[config.mk]
export PLATFORM = sky130hd
export DESIGN_NAME = sit_diff
export DESIGN_NICKNAME = d
export VERILOG_FILES = /design/src/rtl/sit_pkg.sv /design/src/rtl/sit_diff.sv
export SDC_FILE = /design/constraint.sdc
export NUM_CORES = 1
export LEC_CHECK = 0
export BUFFER_PORTS_ARGS = -buffer_cell sky130_fd_sc_hd__buf_2
export CAP_MARGIN = 20
export CORE_MARGIN = 4
export CORE_UTILIZATION = 30
export CTS_CLUSTER_DIAMETER = 30
export DETAILED_ROUTE_END_ITERATION = 8
export SYNTH_ARGS = -nofsm -noshare
export SYNTH_HDL_FRONTEND = slang
export SYNTH_SLANG_ARGS = --single-unit
[constraint.sdc]
create_clock -name clock -period 9.88 [get_ports clock]
set_input_delay 0.494 -clock clock [delete_from_list [all_inputs] [get_ports clock]]
set_output_delay 0.494 -clock clock [all_outputs]
set_load 0.005 [all_outputs]
[src/rtl/sit_pkg.sv]
package sit_pkg;

   // Coordinate width sets the transfer structs below; every other width follows.
   localparam int COORD_WIDTH = 16;
   localparam int DIFF_WIDTH  = COORD_WIDTH + 1;
   localparam int PROD_WIDTH  = 2 * DIFF_WIDTH;
   localparam int CROSS_WIDTH = PROD_WIDTH + 1;

   typedef logic signed [COORD_WIDTH-1:0] coord_type;
   typedef logic signed [DIFF_WIDTH-1:0]  diff_type;
   typedef logic signed [PROD_WIDTH-1:0]  prod_type;
   typedef logic signed [CROSS_WIDTH-1:0] cross_type;

   typedef enum logic [1:0] {
      ORIENT_COLINEAR = 2'd0,
      ORIENT_CW       = 2'd1,
      ORIENT_CCW      = 2'd2
   } orient_type;

   typedef struct packed {
      coord_type a_start_x;
      coord_type a_start_y;
      coord_type a_end_x;
      coord_type a_end_y;
      coord_type b_start_x;
      coord_type b_start_y;
      coord_type b_end_x;
      coord_type b_end_y;
   } req_type;

   typedef struct packed {
      logic crossing;
      logic direction_down;
   } rsp_type;

   // Bit k of box flags the colinear case of orientation k+1.
   typedef logic [3:0] box_type;

   typedef struct packed {
      diff_type a_dx;
      diff_type a_dy;
      diff_type b_dx;
      diff_type b_dy;
      diff_type bs_aex;
      diff_type bs_aey;
      diff_type be_aex;
      diff_type be_aey;
      diff_type as_bex;
      diff_type as_bey;
      diff_type ae_bex;
      diff_type ae_bey;
      box_type  box;
   } diff_stage_type;

   typedef struct packed {
      prod_type o1_lhs;
      prod_type o1_rhs;
      prod_type o2_lhs;
      prod_type o2_rhs;
      prod_type o3_lhs;
      prod_type o3_rhs;
      prod_type o4_lhs;
      prod_type o4_rhs;
      box_type  box;
   } prod_stage_type;

   typedef struct packed {
      orient_type o1;
      orient_type o2;
      orient_type o3;
      orient_type o4;
      box_type    box;
   } orient_stage_type;

endpackage

[src/rtl/sit_diff.sv]
module sit_diff (
   input  logic                    clock,
   input  logic                    reset,
   input  logic                    in_valid,
   output logic                    in_ready,
   input  sit_pkg::req_type        in_data,
   output logic                    out_valid,
   input  logic                    out_ready,
   output sit_pkg::diff_stage_type out_data
);
   import sit_pkg::*;

   logic           valid_ff;
   diff_stage_type data_ff;
   diff_stage_type data_in;

   // q inside the closed bounding box of segment p-r
   function automatic logic in_box(coord_type px, coord_type py, coord_type qx,
                                   coord_type qy, coord_type rx, coord_type ry);
      logic in_x;
      logic in_y;
      in_x = (qx <= px || qx <= rx) && (qx >= px || qx >= rx);
      in_y = (qy <= py || qy <= ry) && (qy >= py || qy >= ry);
      return in_x && in_y;
   endfunction

   function automatic diff_type sub(coord_type a, coord_type b);
      return diff_type'(a) - diff_type'(b);
   endfunction

   always_comb begin
      data_in.a_dx   = sub(in_data.a_end_x,   in_data.a_start_x);
      data_in.a_dy   = sub(in_data.a_end_y,   in_data.a_start_y);
      data_in.b_dx   = sub(in_data.b_end_x,   in_data.b_start_x);
      data_in.b_dy   = sub(in_data.b_end_y,   in_data.b_start_y);
      data_in.bs_aex = sub(in_data.b_start_x, in_data.a_end_x);
      data_in.bs_aey = sub(in_data.b_start_y, in_data.a_end_y);
      data_in.be_aex = sub(in_data.b_end_x,   in_data.a_end_x);
      data_in.be_aey = sub(in_data.b_end_y,   in_data.a_end_y);
      data_in.as_bex = sub(in_data.a_start_x, in_data.b_end_x);
      data_in.as_bey = sub(in_data.a_start_y, in_data.b_end_y);
      data_in.ae_bex = sub(in_data.a_end_x,   in_data.b_end_x);
      data_in.ae_bey = sub(in_data.a_end_y,   in_data.b_end_y);
      data_in.box[0] = in_box(in_data.a_start_x, in_data.a_start_y,
                              in_data.b_start_x, in_data.b_start_y,
                              in_data.a_end_x,   in_data.a_end_y);
      data_in.box[1] = in_box(in_data.a_start_x, in_data.a_start_y,
                              in_data.b_end_x,   in_data.b_end_y,
                              in_data.a_end_x,   in_data.a_end_y);
      data_in.box[2] = in_box(in_data.b_start_x, in_data.b_start_y,
                              in_data.a_start_x, in_data.a_start_y,
                              in_data.b_end_x,   in_data.b_end_y);
      data_in.box[3] = in_box(in_data.b_start_x, in_data.b_start_y,
                              in_data.a_end_x,   in_data.a_end_y,
                              in_data.b_end_x,   in_data.b_end_y);
   end

   assign in_ready  = !valid_ff || out_ready;
   assign out_valid = valid_ff;
   assign out_data  = data_ff;

   always_ff @(posedge clock) begin
      if (reset) begin
         valid_ff <= 1'b0;
      end else if (in_ready) begin
         valid_ff <= in_valid;
      end
      if (in_ready && in_valid) begin
         data_ff <= data_in;
      end
   end

endmodule

== Word-level counts from Yosys, hierarchy flattened ==
Cells that the tools add are included.

* Logic and storage cells: 89
* Latch bits: 0
* Memory bits (writable): 0
* Input bits: 132
* Bits in read-only memories: 0
* Register bits: 209
* Memories: 0

* Add/sub/neg operators: 12
* $mul: 0
* Div/mod/pow operators: 0
* Bitwise logic cells: 0
* Multiplexer cells: 0
* $lt $le $gt $ge: 32
* Shifts and indexed selects: 0
* Eq/ne operators: 0
* Reduce and logical (&&, ||, !) cells: 31

{| class="wikitable"
|+ Operators with widths
! cell !! count
|-
| $ge 16x16->1 || 16
|-
| $le 16x16->1 || 16
|-
| $sub 16x16->17 || 12
|-
| $logic_or 1x1->1 || 17
|-
| $logic_and 1x1->1 || 13
|-
| $logic_not 1->1 || 1
|}

== Logic depth before layout (Yosys ltp) ==
Gate-level depths: netlist of the first run.

* Depth in word-level cells: 4
* Depth in mapped cells: 10
* Mapped depth without buffers: 10

== Worst setup path before layout of the first run ==
OpenSTA, ideal clock, no wires.

* Path kind: input-to-reg
* Start point: input port out_ready
* End point: register data_ff, in the netlist out_data[0] (enable)
* Buffers on the path: 0
* Library setup time: 0.593 ns
* Required time: 9.287 ns
* Arrival time: 5.356 ns
* Cell stages on the path: 2
* Path slack: 3.931 ns
* Cell sequence: nand2b_1 and2_1

* Word-level cells in the longest chain between the ends: 2

{| class="wikitable"
|+ Ends and longest elaborated chain
! element !! line !! RTL
|-
| start, declared || sit_diff.sv:8 || <nowiki>input logic out_ready,</nowiki>
|-
| $logic_or 1x1->1 || sit_diff.sv:58 || <nowiki>assign in_ready = !valid_ff || out_ready;</nowiki>
|-
| $logic_and 1x1->1 || sit_diff.sv:68 || <nowiki>if (in_ready && in_valid) begin</nowiki>
|-
| end signal, assigned || sit_diff.sv:69 || <nowiki>data_ff <= data_in;</nowiki>
|-
| end, declared || sit_diff.sv:14 || <nowiki>diff_stage_type data_ff;</nowiki>
|}

No other way between the ends.
A chain may end at the register's enable or synchronous reset.

==> results of run 1 <==
## power by group through the flow
| stage | Combinational [mW] | Clock (mW) | Sequential (mW) |
|---|---|---|---|
| global route | 1.06 | 1.97 | 1.18 |
| global placement | 0.958 | 0 | 1.19 |
| finish | 0.968 | 1.88 | 1.17 |
| floorplan | 0.565 | 0 | 1.20 |
| CTS | 0.970 | 1.92 | 1.17 |
| detailed placement | 0.963 | 0 | 1.18 |
## flip-flops by register name, summed over array words and instances (netlist names)
register / flops
out_data: 206
out_valid: 1
## worst paths after layout
check | depth (start not counted) | slack, ps | to | startpoint
hold / removal | 2 | 70 | out_valid | reset
setup / recovery | 10 | 6810 | out_data[1] | in_data[1]
setup reg to reg | 4 | 7180 | out_data[13] | out_valid
hold reg to reg | 2 | 530 | out_valid | out_valid
## worst register-to-register path: cells and delay by family, from the launching register on
family | cells | cell delay [ps]
flip-flops | 1 | 300
buffers and inverters | 2 | 1420
AND/OR/NAND/NOR | 2 | 590
## cell type report
type,instances,area [sq um]
antenna,1,2.50
clock buffer,67,1490
clock inverter,40,485
fill,5494,34100
inverter,195,732
multi-input combinational,1303,9860
sequential,207,6210
tap,748,936
timing repair buffer,344,1730
## per-layer routing
metal | wire [microns] | up-vias | global-route usage (%)
met3 | 4230 | 119 | 4.84
met5 | 0 | - | 0
li1 | - | 7123 | -
met1 | 24600 | 7119 | 22.7
met4 | 2050 | 0 | 6.69
met2 | 31800 | 533 | 37.1
## cells by family (layout without fill, tap and decap cells)
family          after synthesis  after routing  share of synthesized area [%]
compound gates              492            492                           19.3
xor+xnor                    137            137                           7.07
fa+ha+maj                   244            244                           18.5
buf+inv                     232            646                           5.34
flops                       207            207                           36.6
mux                           4              4                          0.243
other cells                   0              1                              0
simple gates                426            426                           12.9
## cell usage in the layout, fill, tap and decap left out, types with 8 or more instances in the layout
| master | count |
|---|---|
| a221oi_1 | 8 |
| clkbuf_1 | 9 |
| clkinv_2 | 11 |
| nor4_1 | 11 |
| nand3b_1 | 9 |
| or2_2 | 8 |
| bufinv_16 | 8 |
| a211oi_1 | 17 |
| a21boi_0 | 9 |
| a21o_1 | 67 |
| and2_1 | 11 |
| nor2_1 | 104 |
| o21a_1 | 35 |
| o21bai_1 | 16 |
| ha_1 | 232 |
| nand4_1 | 16 |
| nand2b_1 | 22 |
| and3_1 | 17 |
| nand3_1 | 38 |
| edfxtp_1 | 206 |
| a31oi_1 | 8 |
| nand2_1 | 75 |
| fa_1 | 12 |
| nor3_1 | 36 |
| clkbuf_16 | 58 |
| xnor2_1 | 98 |
| o21ai_0 | 74 |
| inv_1 | 195 |
| o31ai_1 | 8 |
| o211ai_1 | 13 |
| a21oi_1 | 143 |
| xor2_1 | 39 |
| nor2b_1 | 52 |
| buf_2 | 341 |
==> impl_metrics.tcl, run 1 <==
set metrics [dict create \
    rsz0062_at_grt "no" \
    synth_edf_count 206 \
    leakagePower_nw 9.82 \
    synth_area_sq_mm 0.0170 \
    grt_pass1_vias 15600 \
    synth.most_common_cell "ha_1" \
    drc_errors 0 \
    synth_top_area_share_pct 36.5 \
    design_area_sq_mm 0.0214 \
    slew-limit-headroom_pct 30.9 \
    crit_family "compound AO/OA/AOI/OAI gates" \
    placed_cells 2797 \
    timing.final.ws_setup_ps 6810 \
    outcome "finished clean" \
    cts_buffer_depth 3 \
    firstDrtPassIters 5 \
    critPathLaunchType "input port" \
    synthTopCellsByArea "edfxtp_1 (36%), ha_1 (17%), xnor2_1 (5.1%)" \
    core_region_area_sq_mm 0.0555 \
    ys_ff_latch 207 \
    routedWlPerCell_microns 21.6 \
    h-tree-depth 2 \
    hold_viol_final 0 \
    crit_path_max_fanout 5 \
    yosys.area.top_type "edfxtp_1" \
    internal_power_mw 2.80 \
    yosysSeqAreaShare_pct 36.6 \
    die_h_microns 246 \
    end_kind "register" \
    ios 342 \
    dpl_cell_area_sq_mm 0.0195 \
    drtIter0Drc 767 \
    setup_viol_count_final 0 \
    layout-area-overhead-vs-synth_pct 26.3 \
    combinationalPowerShare_pct 24.1 \
    syn_area_per_cell_sq_um 9.74 \
    power.net_switching_mw 1.22 \
    max-vdd-ir-drop_mv 0.132 \
    syn_nets 2118 \
    port_buffers 341 \
    required_ps 10230 \
    post-cts-setup-buffers 0 \
    synthCells 1742 \
    crit_buf_inv 2 \
    crit_type "in -> reg" \
    gp_congestion 0.934 \
    slowest_stage "o311ai_0" \
    fin_setup_tns_ps 0 \
    period_needed_ps 3070 \
    grt_usage_pct 20.1 \
    powerDensity_mw_per_mm2 187 \
    hold_buffers 0 \
    grt_overflow 0 \
    antenna_found_initial 2 \
    vias_per_cell 5.13 \
    yosysUniqueCellTypes 82 \
    power.clock.fraction_pct 46.8 \
    min_path_type "in -> reg" \
    cts-root-buf "clkbuf_16" \
    pre_cts_slack_ps 6200 \
    drive_above_1_share_pct 21.3 \
    rows 86 \
    numCtsBuffers 58 \
    grt_pass1_wl_microns 92900 \
    power.share.sequential_pct 29.1 \
    worstPathCellList "buf_2 > inv_1 > ha_1 > nor2b_1 > o21ai_0 > nand4b_1 > o311ai_0 > a31oi_1 > xnor2_1 > o22a_1" \
    synth_ff_type "edfxtp_1" \
    grt_max_degree 73 \
    totalPowerFinal_mw 4.02 \
    switching_share_pct 30.3 \
    clkTransAtPathRegs_ps 50 \
    clock-sinks 207 \
    cts-resized-gates 0 \
    fin_crit_sh_pct 31.1 \
    max_freq_mhz 326 \
    hold_slack_ps 74.0 \
    async_flop_share_pct 0 \
    slowest_delay_ps 900 \
    stdcell_count 2905 \
    worst_pin_slew_ps 1020 \
    dp_hpwl_microns 51600 \
    cts_tree "yes" \
    ant_nets 0 \
    nets 2485 \
    fp.dieW_microns 246 \
    die-area_sq_mm 0.0604 \
    synth_common_cells "ha_1 (232), edfxtp_1 (206), inv_1 (195), a21oi_1 (143), nor2_1 (104)" \
    cp.arrival_ps 3430 \
    maxCapViolCount 0 \
    wl_microns 62600 \
    start_util_pct 30.6 \
    fin_skew_ps 30.2 \
    report.final.slew_viol_count 0 \
    worstSkewPairLatency_ps 610 \
    finish.utilization_pct 38.6 \
    synth_warnings 0 \
    vias 14900 \
]
Note: power is estimated with default switching activity, not from simulation.
==> run 2, diff against run 1 <==
==> constraint.sdc (replaced) <==
create_clock -name clock -period 2.5 [get_ports clock]
set_input_delay 0.125 -clock clock [delete_from_list [all_inputs] [get_ports clock]]
set_output_delay 0.125 -clock clock [all_outputs]
set_load 0.005 [all_outputs]
==> impl_metrics.tcl, run 2 (synthesized netlist as in run 1, its figures left out) <==
set metrics [dict create \
    clock-sinks 207 \
    core_region_area_sq_mm 0.0555 \
    min_path_type "in -> reg" \
    die-area_sq_mm 0.0604 \
    gp_congestion 0.924 \
    cts-root-buf "clkbuf_16" \
    r2r_slack_ps 940 \
    dp_hpwl_microns 53500 \
    hold_viol_final 0 \
    final_cell_mix "buf_2 (341), buf_4 (236), ha_1 (232)" \
    layout-area-overhead-vs-synth_pct 38.2 \
    vias_per_cell 5.01 \
    numCtsBuffers 60 \
    vias 15800 \
    start_util_pct 30.6 \
    firstDrtPassIters 5 \
    outcome "finished clean" \
    setup.worst_path.start "in_data[63]" \
    grt_usage_pct 20.8 \
    crit_type "in -> reg" \
    cp.depth 11 \
    h-tree-depth 2 \
    power.clock.fraction_pct 46.7 \
    switching_share_pct 29.9 \
    critPathLaunchType "input port" \
    reg2reg_depth 3 \
    reg2reg_to "out_data[143]" \
    die_h_microns 246 \
    pre_cts_slack_ps -596 \
    timing.final.ws_setup_ps 53.3 \
    report.final.slew_viol_count 0 \
    setup_viol_count_final 0 \
    final_common_cell "buf_2" \
    hold_depth 3 \
    drtIter0Drc 843 \
    routedWlPerCell_microns 20.5 \
    crit_path_max_fanout 3 \
    cp-endpoint "out_data[2]" \
    crit_buf_inv 3 \
    period_needed_ps 2450 \
    crit_family "simple AND/OR/NAND/NOR gates" \
    rr_startpoint "out_valid" \
    drc_errors 0 \
    leakagePower_nw 11.1 \
    cts_tree "yes" \
    required_ps 2840 \
    ant_nets 0 \
    cp.arrival_ps 2780 \
    port_buffers 341 \
    internal_power_mw 11.7 \
    slew-limit-headroom_pct 55.7 \
    fp.dieW_microns 246 \
    clkTransAtPathRegs_ps 50 \
    hold_slack_ps 20.7 \
    grt_pass1_vias 16500 \
    ios 342 \
    combinationalPowerShare_pct 25.7 \
    grt_pass1_wl_microns 96700 \
    end_kind "register" \
    maxCapViolCount 0 \
    rows 86 \
    fin_skew_ps 12.8 \
    power.net_switching_mw 5.02 \
    post-cts-setup-buffers 0 \
    drive_above_1_share_pct 29.4 \
    slowest_stage "nor4_1" \
    antenna_found_initial 0 \
    nets 2730 \
    wl_microns 64700 \
    design_area_sq_mm 0.0234 \
    cts_buffer_depth 3 \
    dpl_cell_area_sq_mm 0.0212 \
    slowest_delay_ps 570 \
    powerDensity_mw_per_mm2 716 \
    power.share.sequential_pct 27.5 \
    max_freq_mhz 409 \
    max-vdd-ir-drop_mv 0.557 \
    largest_reg_flops 206 \
    n_antenna_cell 0 \
    grt_max_degree 87 \
    grt_overflow 0 \
    worstSkewPairLatency_ps 620 \
    worst_pin_slew_ps 656 \
    worstPathCellList "buf_2 > inv_1 > ha_1 > nand4_1 > nor4_1 > o21ai_0 > o311ai_0 > mux2i_1 > buf_4 > xnor2_1 > a32oi_1" \
    rsz0062_at_grt "no" \
    fin_crit_sh_pct 97.9 \
]
-- run 2: changes by cell type in the layout (fill, tap and decap cells not counted), sizes merged --
cell,delta
clkinvlp,+2
buf,+235
inv,+3
bufinv,+1
diode,-1
clkbuf,+1
dlygate4sd3,+8
clkinv,-2
-- run 2: final cells by class --
type / instances / area, sq um
Clock buffer: 68 / 1550
Clock inverter: 44 / 524
Fill cell: 5448 / 32100
Inverter: 195 / 732
Multi-Input combinational cell: 1303 / 9890
Sequential cell: 207 / 6210
Tap cell: 748 / 936
Timing Repair Buffer: 587 / 3600
-- run 2: worst min-delay path by stage --
| stage | to | startpoint | slack (ps) |
|---|---|---|---|
| floorplan | out_valid | reset | 190 |
| global placement | out_valid | reset | 280 |
| detailed placement | out_valid | reset | 290 |
| CTS | out_data[39] | in_data[1] | 1 |
| global route | out_data[38] | in_data[0] | 30 |
| finish | out_data[39] | in_data[1] | 20 |
-- run 2: through the flow --
stage	utilization (%)	cells	setup TNS, ps	power (mW)
final	42.2	3152	0	16.8
after CTS	42.2	3152	0	16.9
after global routing	42.2	3152	0	17.6
after detailed placement	38.3	3032	-3900	8.95
after floorplan	-	1742	0	6.93
after global placement	38.3	3032	-3320	8.93
-- run 2: worst reg2reg max path, cell delays in order, from the launching register on --
cell and delay, ps:
dfxtp_1 300, nand2b_1 100, and2_4 200, buf_4 540
-- run 2: what timing repair did --
action / in CTS / in global routing
endpoints found under the hold margin: 7 / 0
hold buffers: 8 / 0
setup endpoints to repair: 0 / 12
resized for setup: 0 / 11
-- run 2: per-layer routing --
metal | part of all wire, % | global-route usage (%)
met2 | 51 | 38.5
met3 | 6.6 | 4.60
met5 | 0 | 0
met1 | 40 | 23.9
met4 | 2.9 | 6.11
-- run 2: power groups by stage --
stage	registers (mW)	clock network [mW]	logic (mW)
5_1_grt	4.66	8.17	4.73
3_3_place_gp	4.68	0	4.24
3_5_place_dp	4.68	0	4.27
2_1_floorplan	4.70	0	2.23
4_1_cts	4.64	7.99	4.32
6_report	4.62	7.83	4.32
