File: src/rtl/sit_pkg.sv
package sit_pkg;

   // Coordinate width sets the transfer structs below; every other width follows.
   localparam int COORD_WIDTH = 16;
   localparam int DIFF_WIDTH  = COORD_WIDTH + 1;
   localparam int PROD_WIDTH  = 2 * DIFF_WIDTH;
   localparam int CROSS_WIDTH = PROD_WIDTH + 1;

   typedef logic signed [COORD_WIDTH-1:0] coord_type;
   typedef logic signed [DIFF_WIDTH-1:0]  diff_type;
   typedef logic signed [PROD_WIDTH-1:0]  prod_type;
   typedef logic signed [CROSS_WIDTH-1:0] cross_type;

   typedef enum logic [1:0] {
      ORIENT_COLINEAR = 2'd0,
      ORIENT_CW       = 2'd1,
      ORIENT_CCW      = 2'd2
   } orient_type;

   typedef struct packed {
      coord_type a_start_x;
      coord_type a_start_y;
      coord_type a_end_x;
      coord_type a_end_y;
      coord_type b_start_x;
      coord_type b_start_y;
      coord_type b_end_x;
      coord_type b_end_y;
   } req_type;

   typedef struct packed {
      logic crossing;
      logic direction_down;
   } rsp_type;

   // Bit k of box flags the colinear case of orientation k+1.
   typedef logic [3:0] box_type;

   typedef struct packed {
      diff_type a_dx;
      diff_type a_dy;
      diff_type b_dx;
      diff_type b_dy;
      diff_type bs_aex;
      diff_type bs_aey;
      diff_type be_aex;
      diff_type be_aey;
      diff_type as_bex;
      diff_type as_bey;
      diff_type ae_bex;
      diff_type ae_bey;
      box_type  box;
   } diff_stage_type;

   typedef struct packed {
      prod_type o1_lhs;
      prod_type o1_rhs;
      prod_type o2_lhs;
      prod_type o2_rhs;
      prod_type o3_lhs;
      prod_type o3_rhs;
      prod_type o4_lhs;
      prod_type o4_rhs;
      box_type  box;
   } prod_stage_type;

   typedef struct packed {
      orient_type o1;
      orient_type o2;
      orient_type o3;
      orient_type o4;
      box_type    box;
   } orient_stage_type;

endpackage

File: src/rtl/sit_orient.sv
module sit_orient (
   input  logic                      clock,
   input  logic                      reset,
   input  logic                      in_valid,
   output logic                      in_ready,
   input  sit_pkg::prod_stage_type   in_data,
   output logic                      out_valid,
   input  logic                      out_ready,
   output sit_pkg::orient_stage_type out_data
);
   import sit_pkg::*;

   logic             valid_ff;
   orient_stage_type data_ff;
   orient_stage_type data_in;

   function automatic orient_type orient_of(prod_type lhs, prod_type rhs);
      cross_type val;
      orient_type code;
      val = cross_type'(lhs) - cross_type'(rhs);
      if (val == '0) begin
         code = ORIENT_COLINEAR;
      end else if (val[CROSS_WIDTH-1]) begin
         code = ORIENT_CCW;
      end else begin
         code = ORIENT_CW;
      end
      return code;
   endfunction

   always_comb begin
      data_in.o1  = orient_of(in_data.o1_lhs, in_data.o1_rhs);
      data_in.o2  = orient_of(in_data.o2_lhs, in_data.o2_rhs);
      data_in.o3  = orient_of(in_data.o3_lhs, in_data.o3_rhs);
      data_in.o4  = orient_of(in_data.o4_lhs, in_data.o4_rhs);
      data_in.box = in_data.box;
   end

   assign in_ready  = !valid_ff || out_ready;
   assign out_valid = valid_ff;
   assign out_data  = data_ff;

   always_ff @(posedge clock) begin
      if (reset) begin
         valid_ff <= 1'b0;
      end else if (in_ready) begin
         valid_ff <= in_valid;
      end
      if (in_ready && in_valid) begin
         data_ff <= data_in;
      end
   end

endmodule

File: config.mk
export PLATFORM = sky130hd
export DESIGN_NAME = sit_orient
export DESIGN_NICKNAME = d
export VERILOG_FILES = /design/src/rtl/sit_pkg.sv /design/src/rtl/sit_orient.sv
export SDC_FILE = /design/constraint.sdc
export NUM_CORES = 1
export LEC_CHECK = 0
export BUFFER_PORTS_ARGS = -buffer_cell sky130_fd_sc_hd__buf_4
export CORE_MARGIN = 2
export CORE_UTILIZATION = 41
export CTS_CLUSTER_SIZE = 16
export DETAILED_ROUTE_END_ITERATION = 8
export PLACE_DENSITY_LB_ADDON = 0.08
export SYNTH_ARGS = -nofsm -noshare
export SYNTH_HDL_FRONTEND = slang
export SYNTH_SLANG_ARGS = --single-unit
File: constraint.sdc
create_clock -name clock -period 3.5 [get_ports clock]
set_input_delay 0.175 -clock clock [delete_from_list [all_inputs] [get_ports clock]]
set_output_delay 0.175 -clock clock [all_outputs]
set_load 0.05 [all_outputs]
# Yosys cells after proc, flatten, opt, wreduce, memory -nomap -nowiden
# Index checks and enable logic that the tools add are counted.
# classes
addsub,4
multipliers,0
div_mod_pow,0
order_cmp,0
n_eq_ne,0
n_shift,0
n_mux,4
n_bitwise,0
reduce_logical,7
# ops
operator,count
35-bit zero test,4
34-bit by 34-bit subtractor with 35-bit output,4
2-bit two-way mux,4
1-bit logical AND,1
1-bit zero test,1
1-bit logical OR,1
# word_totals
regBits,13
latchBits,0
ramBits,0
mem_bits_ro,0
input_bits,280
output_inout_bits,14
wordCells,21
mem_count,0

# Depth between registers and ports, before layout
# Gate-level depths: netlist (run 1).
# depth
ltp_word,3
depth_mapped,15
mapped_depth_nobuf,15

# Worst setup path after synthesis (run 1)
# No wires, ideal clock.
# synth_path
path_kind,input port to flip-flop
start,input port in_data[106] (netlist name)
end,"register data_ff, in the netlist out_data[6], data pin"
setup_ns,0.265
t_arrival_ns,3.061
required_time_ns,3.235
slack_ns,0.174
stages,14
n_path_buf,0
cell_sequence,inv_1 ha_1 inv_1 fa_1 a21oi_1 o22ai_2 nor2_1 mux2_2 or4_1 nor4_1 nand4_1 or4_1 nor4_1 a31oi_1
# synth_via
elab_chain_len,2
word_cells_on_any_way,3
cone_classes,add/sub: 1; mux: 1; reduce/logical: 1
# synth_lines
element,line_no,source
"start, declared",sit_orient.sv:6,"input sit_pkg::prod_stage_type in_data,"
34-bit by 34-bit subtractor with 35-bit output *,sit_orient.sv:20,val = cross_type'(lhs) - cross_type'(rhs);
35-bit zero test / 2-bit two-way mux (equally long branches),"sit_orient.sv:21, sit_orient.sv:23",
"end signal, assigned",sit_orient.sv:50,data_ff <= data_in;
"end, declared",sit_orient.sv:14,orient_stage_type data_ff;
# Mark *: on every way between the ends. The rest lies on a longest branch, timed or not.
# A chain may end at the register's enable or synchronous reset.

# Worst setup path after layout (run 1)
# Same ends and word-level chain as after synthesis.

==> flow_summary.ini, run 1 <==
[outcome]
status = completed

[clock_tree]
cts_buffers = 3
clk_pin_slew_worst_paths_ns = 0.06
clock_latency_ns = 0.26
clock_path_buffers = 2
tritoncts = done
cts_setup_buffers = 0
cts_max_level = 1
clockRootBuffer = clkbuf_16
cts_sinks = 13

[placement]
io_buffers = 293
place_area_mm2 = 0.0120
dp_hpwl_um = 26900
gp_congestion = 0.977

[timing]
finalSetupViolCount = 0
max_slew_margin_pct = 47.6
tightest_slew_ns = 0.786
hold_viol = 0
drv_slew = 0
tns_ns = 0
finalCriticalPeriod_ns = 3.34
rsz0062_at_grt = no
fmax_mhz = 299
skew_ns = 0.00882
post-route-period-util_pct = 95.4

[synth]
synth-main-ff-cell = edfxtp_1
synth_seq_cells = 13
yosys_warnings = 0
synth-async-reset-ratio_pct = 0
synthTopCellsByArea = ha_1 19%, a21oi_1 8.0%, inv_1 7.8%
synth_cell_types = 81
yosysSeqAreaShare_pct = 4.21
syn-cell-area_mm2 = 0.00903
synth.largest_area_cell = ha_1
synth_top_area_share_pct = 18.8
avgSynthCellArea_um2 = 6.60
syn_inst = 1369
synth_enable_flop_cells = 12
syn_nets = 1789

[floorplanning]
die_area_mm2 = 0.0232
ioPinCount = 294
die_w_um = 152
row_count = 54
fp.dieH_um = 152
start_util_pct = 41.5
core_region_area_mm2 = 0.0218

[layout]
layout-drive-gt1-share_pct = 23.5
fin_area_mm2 = 0.0121
num-nets-final = 2126
final_cell_mix = 366 x buf_4, 187 x inv_1, 143 x a21oi_1
final_common_cell = buf_4
final_util_pct = 55.7
fillers = 2224
syn_to_final_growth_pct = 34.2

[power]
p_per_area_mw_per_mm2 = 206
switchingPower_mw = 1.20
netSwitchingFraction_pct = 48.1
p_total_mw = 2.50
seqPwrFrac_pct = 7.7
comb_power_share_pct = 82.8
p_leak_nw = 6.22
p_int_mw = 1.30
p_clk_share_pct = 9.6
vdd_drop_max_uv = 130

[route]
drt_iter0_drc = 685
via_per_inst = 5.56
drc = 0
drt_pre_antenna_iters = 5
vias = 11044
ant_nets = 0
routedWlPerCell_um = 15.6
wl_um = 30900

[critical_path]
worstRegToRegCells = 2
r2r-end = out_data[9]
reg2reg_slack_ns = 2.05
cp_max_fo = 4
cp-end-kind = flop
cp.required_ns = 3.49
critical_path_class = in -> reg
critPathLaunchType = input port
r2r-start = out_valid
worstPathArrival_ns = 3.33

[global_routing]
grt_pass1_vias = 10596
gr-total-overflow = 0
antenna_found_initial = 1
groute.usage.overall_pct = 25.3
grt_pass1_wl_um = 50500
grt_max_degree = 13

[hold_path]
hold_depth = 2
min_path_type = in -> reg
hold-path-endpoint = out_valid
holdCritStartpoint = reset

[flow_run]
max-cap-violations = 0
[flip-flops by register name (all words and copies together) (netlist names)]
name       flops
out_valid      1
out_data      12
[through the flow]
step	std cells	hold WS (ns)	worst slack [ns]
after floorplan	1369	0.244	0.174
after global placement	1981	0.331	-0.108
after detailed placement	1981	0.331	-0.214
after CTS	1985	0.0593	0.0619
after global routing	1986	0.0739	0.00492
final	1986	0.0630	0.160
[how the worst max path moves through the flow]
stage	from	to	slack (ns)
CTS	in_data[106]	out_data[6]	0.06
global placement	in_data[106]	out_data[6]	-0.11
finish	in_data[106]	out_data[6]	0.16
global route	in_data[242]	out_data[10]	0.005
floorplan	in_data[106]	out_data[6]	0.17
detailed placement	in_data[242]	out_data[10]	-0.21
[synth_stat cells (all sizes together) (15+ instances only)]
cell type and count:
nand4 25, nor4 17, inv 187, o21a 18
a21oi 146, nor2 104, nand2b 27, clkbuf 30
ha 136, xnor2 31, xor2 26, nor2b 15
a21o 58, nand3 40, o21ai 100, nor3 19
nand2 117
[worst max-delay path: stages]
cell,delay [ns]
buf_4,0.10
inv_1,0.04
ha_1,0.14
inv_1,0.05
fa_2,0.36
a21oi_2,0.18
o22ai_2,0.14
o41ai_4,0.42
o21bai_2,0.16
or2_1,0.24
a21oi_1,0.21
xor2_1,0.19
nand3_1,0.08
or4_1,0.52
nor4_2,0.18
a31oi_1,0.11
[area by class of cell]
type | count | area [um2] | area share, %
repair buffers | 366 | 2750 | 22.7
diodes | 1 | 2.50 | 0.0206
inverters | 187 | 702 | 5.79
well taps | 280 | 350 | 2.89
flip-flops and latches | 13 | 380 | 3.14
multi-input cells | 1135 | 7860 | 64.8
clock buffers | 4 | 78.8 | 0.650
[logic make-up (layout without fill, tap and decap cells)]
logic type / count (synthesis) / in the layout / share of synthesized area [%]
compound gates: 486 / 486 / 35.2
simple gates: 434 / 434 / 23.9
buf+inv: 221 / 557 / 9.29
fa+ha+maj: 140 / 140 / 19.7
xor+xnor: 57 / 57 / 5.53
mux: 18 / 18 / 2.08
flops: 13 / 13 / 4.21
other cells: 0 / 1 / 0
[power by group through the flow]
| stage | registers (mW) | clock network, mW | logic (mW) |
|---|---|---|---|
| 6_report | 0.192 | 0.240 | 2.07 |
| 2_1_floorplan | 0.237 | 0 | 1.28 |
| 5_1_grt | 0.193 | 0.251 | 2.29 |
| 3_3_place_gp | 0.195 | 0 | 2.02 |
| 3_5_place_dp | 0.195 | 0 | 2.03 |
| 4_1_cts | 0.192 | 0.245 | 2.04 |
[routing by layer]
layer	global-route usage, %	vias to the layer above	share of wire (%)
met3	3.78	53	6.0
met5	0	-	0
met4	8.51	0	3.2
li1	-	5683	-
met1	33.0	4938	45
met2	42.8	370	46
[timing repair]
| item | 4_1_cts | 5_1_grt |
|---|---|---|
| resized for setup | 0 | 10 |
| setup endpoints to repair | 0 | 4 |
| hold buffers | 0 | 0 |
Power figures use the tool's default switching activity.
==> run 2: changes to the inputs <==
==> constraint.sdc (replaced) <==
create_clock -name clock -period 3.5 [get_ports clock]
set_input_delay 0.7 -clock clock [delete_from_list [all_inputs] [get_ports clock]]
set_output_delay 0.7 -clock clock [all_outputs]
set_load 0.05 [all_outputs]
==> flow_summary.ini, run 2 (synthesized netlist as in run 1, its figures left out) <==
[outcome]
status = finished, violations left
violations = design-rule violations, negative setup slack

[timing]
fin_ws_ns = -0.296
tightest_slew_ns = 0.719
hold_ws_ns = 0.520
max_slew_margin_pct = 52.1
rsz0062_at_grt = yes
finalSetupViolCount = 4
post-route-period-util_pct = 108
fmax_mhz = 263
drv_slew = 0
hold_viol = 0
skew_ns = 0.00790
finalCriticalPeriod_ns = 3.80

[floorplanning]
die_area_mm2 = 0.0232
fp.dieH_um = 152
ioPinCount = 294
die_w_um = 152
start_util_pct = 41.5
row_count = 54
core_region_area_mm2 = 0.0218

[clock_tree]
tritoncts = done
clock_latency_ns = 0.25
clk_pin_slew_worst_paths_ns = 0.06
cts_buffers = 3
clockRootBuffer = clkbuf_16
cts_sinks = 13
cts_max_level = 1
clock_path_buffers = 2

[route]
wl_um = 33400
vias = 12204
routedWlPerCell_um = 14.7
ant_nets = 0
drt_iter0_drc = 667
drc = 1
via_per_inst = 5.36
drt_pre_antenna_iters = 8

[hold_path]
hold-path-endpoint = out_valid
hold_depth = 2
holdCritStartpoint = out_valid
min_path_type = reg -> reg

[critical_path]
critical_path_class = in -> reg
worstRegToRegCells = 2
worstPathArrival_ns = 3.78
cp_max_fo = 2
r2r-start = out_valid
cp-end-kind = flop
critPathLaunchType = input port
r2r-end = out_data[6]
cp.required_ns = 3.48
reg2reg_slack_ns = 2.10

[global_routing]
grt_pass1_vias = 11700
antenna_found_initial = 1
grt_pass1_wl_um = 53900
groute.usage.overall_pct = 27.1
gr-total-overflow = 0
grt_max_degree = 13

[layout]
num-nets-final = 2415
final_util_pct = 67.8
largest_reg_flops = 12
syn_to_final_growth_pct = 63.4
final_common_cell = buf_4
final_cell_count_no_fill = 2275
layout-drive-gt1-share_pct = 37.7
final_cell_mix = 650 x buf_4, 180 x inv_1, 138 x a21oi_1

[placement]
io_buffers = 293
dpl.cell_count = 2265
gp_congestion = 0.974
dp_hpwl_um = 28800

[power]
p_leak_nw = 7.70
vdd_drop_max_uv = 150
p_per_area_mw_per_mm2 = 204

[flow_run]
max-cap-violations = 0
==> run 2: cell types whose count changed in the layout (fill, tap and decap cells not counted), moves of 5 or more <==
| cell | previous run | this run |
|---|---|---|
| o21ai_1 | 2 | 7 |
| ha_1 | 136 | 131 |
| o21ai_0 | 98 | 89 |
| ha_4 | 0 | 5 |
| a21oi_1 | 143 | 138 |
| nor4_1 | 14 | 8 |
| buf_4 | 366 | 650 |
| inv_1 | 187 | 180 |
==> run 2: critical path: stages <==
cell and delay [ns]:
buf_4 0.11, ha_1 0.19, inv_1 0.07, fa_1 0.41, nor2b_1 0.11, o21ai_1 0.09, a21oi_1 0.15, o21ai_1 0.08
or4_1 0.52, nor4_2 0.15, nand4_1 0.12, or4_4 0.50, nor4_4 0.15, buf_4 0.15, nor4b_4 0.17, a31oi_1 0.10
==> run 2: worst max-delay path by stage <==
stage	depth (start not counted)	end	start
floorplan	15	out_data[6]	in_data[106]
global placement	17	out_data[4]	in_data[38]
detailed placement	16	out_data[4]	in_data[4]
CTS	17	out_data[4]	in_data[38]
global route	17	out_data[4]	in_data[38]
finish	16	out_data[4]	in_data[4]
==> run 2: stage by stage <==
stage | TNS (ns) | worst slack, ns | power [mW] | instance area, um2
6_report | -0.607 | -0.296 | 3.01 | 14800
5_1_grt | -1.42 | -0.526 | 3.27 | 14800
4_1_cts | -0.743 | -0.323 | 2.91 | 14400
3_5_place_dp | -3.45 | -0.679 | 2.63 | 14200
3_3_place_gp | -2.98 | -0.632 | 2.61 | 14200
2_1_floorplan | -0.217 | -0.118 | 1.52 | 9070
==> run 2: cell type report <==
| type | instances | area, um2 |
|---|---|---|
| multi-input cells | 1135 | 8290 |
| fillers | 1954 | 7000 |
| repair buffers | 655 | 4940 |
| inverters | 187 | 722 |
| flip-flops and latches | 13 | 380 |
| well taps | 280 | 350 |
| clock buffers | 4 | 78.8 |
| diodes | 1 | 2.50 |
==> run 2: repair_timing <==
item | in CTS | in global routing
setup buffers | 3 | 3
resized for setup | 40 | 66
pin swaps | 28 | 40
endpoints found under the hold margin | 0 | 0
hold buffers | 0 | 0
setup endpoints to repair | 6 | 8
==> run 2: power by group <==
group / switching, mW / internal (mW) / leakage (nW)
sequential: 0.00519 / 0.187 / 0.124
clock: 0.0774 / 0.155 / 0.0382
combinational: 1.27 / 1.32 / 7.54
==> run 2: layer usage <==
metal  up-vias  global-route usage [%]  wire (um)
met3        50                    3.30       1990
met1      5488                    35.6      15000
met4         0                    6.48        866
met5         -                       0          0
met2       413                    47.3      15600
li1       6253                       -          -
==> run 3: changes to the inputs <==
--- a/config.mk
+++ b/config.mk
@@ -14,3 +14,4 @@
 export SYNTH_ARGS = -nofsm -noshare
 export SYNTH_HDL_FRONTEND = slang
 export SYNTH_SLANG_ARGS = --single-unit
+export TNS_END_PERCENT = 30
==> constraint.sdc (replaced) <==
create_clock -name clock -period 3.35 [get_ports clock]
set_input_delay 0.67 -clock clock [delete_from_list [all_inputs] [get_ports clock]]
set_output_delay 0.67 -clock clock [all_outputs]
set_load 0.05 [all_outputs]
==> flow_summary.ini, run 3 (synthesized netlist as in run 1, its figures left out) <==
[critical_path]
crit_top_cell = nor4_2
r2r-end = out_data[6]
worstPathArrival_ns = 3.78
reg2reg_slack_ns = 1.94
r2r-start = out_valid
crit_start = in_data[106]
endpoint = out_data[6]
cp-end-kind = flop
cp.required_ns = 3.34
cp_max_fo = 2
critPathLaunchType = input port
slowest_delay_ns = 0.56
critical_path_class = in -> reg
crit_slowest_cell = or4_1
crit_cells = 15
worstRegToRegCells = 2
crit_family = simple AND/OR/NAND/NOR gates
path_cells = buf_4 -> inv_12 -> ha_4 -> inv_2 -> fa_2 -> xnor2_2 -> o221ai_1 -> a311oi_1 -> o2111ai_1 -> or4_1 -> nor4_2 -> nand4_1 -> or4_4 -> nor4_2 -> a31oi_1
worstPathBufferInverterCount = 3

[layout]
layout-drive-gt1-share_pct = 36.7
fin_area_mm2 = 0.0147
final_cell_count_no_fill = 2293
largest_reg_flops = 12
syn_to_final_growth_pct = 62.2
final_common_cell = buf_4
num-nets-final = 2433
final_cell_mix = 671 x buf_4, 183 x inv_1, 141 x a21oi_1
final_util_pct = 67.3

[global_routing]
groute.usage.overall_pct = 26.8
grt_pass1_wl_um = 53700
grt_max_degree = 13
antenna_found_initial = 1
grt_pass1_vias = 11924
gr-total-overflow = 0

[route]
via_per_inst = 5.32
ant_nets = 0
wl_um = 32900
drt_iter0_drc = 641
drt_pre_antenna_iters = 5
drc = 0
routedWlPerCell_um = 14.3
vias = 12191

[clock_tree]
clock_path_buffers = 2
cts_buffers = 3
cts_sinks = 13
cts_max_level = 1
clk_pin_slew_worst_paths_ns = 0.05
clock_latency_ns = 0.25
cts_hold_buffers = 0
clockRootBuffer = clkbuf_16
tritoncts = done

[placement]
dp_hpwl_um = 28700
io_buffers = 293
place_area_mm2 = 0.0143
dpl.cell_count = 2287
gp_congestion = 0.916

[timing]
post-route-period-util_pct = 113
drv_slew = 0
tightest_slew_ns = 0.698
hold_viol = 0
fmax_mhz = 264
hold_ws_ns = 0.558
max_slew_margin_pct = 53.5
finalCriticalPeriod_ns = 3.79
skew_ns = 0.00110
fin_ws_ns = -0.439
rsz0062_at_grt = yes
finalSetupViolCount = 5

[floorplanning]
die_area_mm2 = 0.0232
start_util_pct = 41.5
core_region_area_mm2 = 0.0218
die_w_um = 152
row_count = 54
ioPinCount = 294
fp.dieH_um = 152

[outcome]
status = finished, violations left
violations = negative setup slack

[flow_run]
max-cap-violations = 0

[hold_path]
min_path_type = reg -> reg

[power]
vdd_drop_max_uv = 134
p_per_area_mw_per_mm2 = 212
p_leak_nw = 7.75
p_total_mw = 3.10
run 3: final cells by class:
| type | instances | area [um2] |
|---|---|---|
| Inverter | 187 | 717 |
| Tap cell | 280 | 350 |
| Timing Repair Buffer | 673 | 5060 |
| Antenna cell | 1 | 2.50 |
| Multi-Input combinational cell | 1135 | 8060 |
| Fill cell | 1980 | 7110 |
| Sequential cell | 13 | 380 |
| Clock buffer | 4 | 78.8 |
run 3: power breakdown:
part	internal, mW	switching, mW
Clock	0.162	0.0791
Sequential	0.195	0.00567
Combinational	1.37	1.29
Total	1.72	1.38
run 3: worst min path at each step:
stage                            to  slack, ns  cells past startpoint  startpoint
after global routing      out_valid       0.56                      2       reset
final                     out_valid       0.56                      2   out_valid
after global placement    out_valid       0.55                      2   out_valid
after floorplan           out_valid       0.74                      1       reset
after CTS                 out_valid       0.56                      2       reset
after detailed placement  out_valid       0.55                      2   out_valid
run 3: timing repair:
item                       4_1_cts  5_1_grt
pin swaps                       15        3
setup buffers                    1        0
cloned                           0        0
hold endpoints to repair         0        0
setup endpoints to repair        7        8
resized for setup               35       18
run 3: per-stage QoR:
step | worst slack [ns] | setup TNS, ns
after CTS | -0.417 | -1.24
after floorplan | -0.238 | -0.740
after detailed placement | -0.843 | -4.47
after global routing | -0.653 | -2.75
after global placement | -0.745 | -3.93
final | -0.439 | -1.42
run 3: worst reg2reg max path: stages (launching register included):
cell and delay, ns:
dfxtp_1 0.31, nand2b_1 0.12, and2_1 0.59
run 3: metal layers:
metal	vias up	track usage [%]	wire, um
met2	373	46.8	15200
li1	6287	-	-
met1	5487	35.1	15200
met3	44	3.04	1630
met4	0	6.75	837
met5	-	0	0
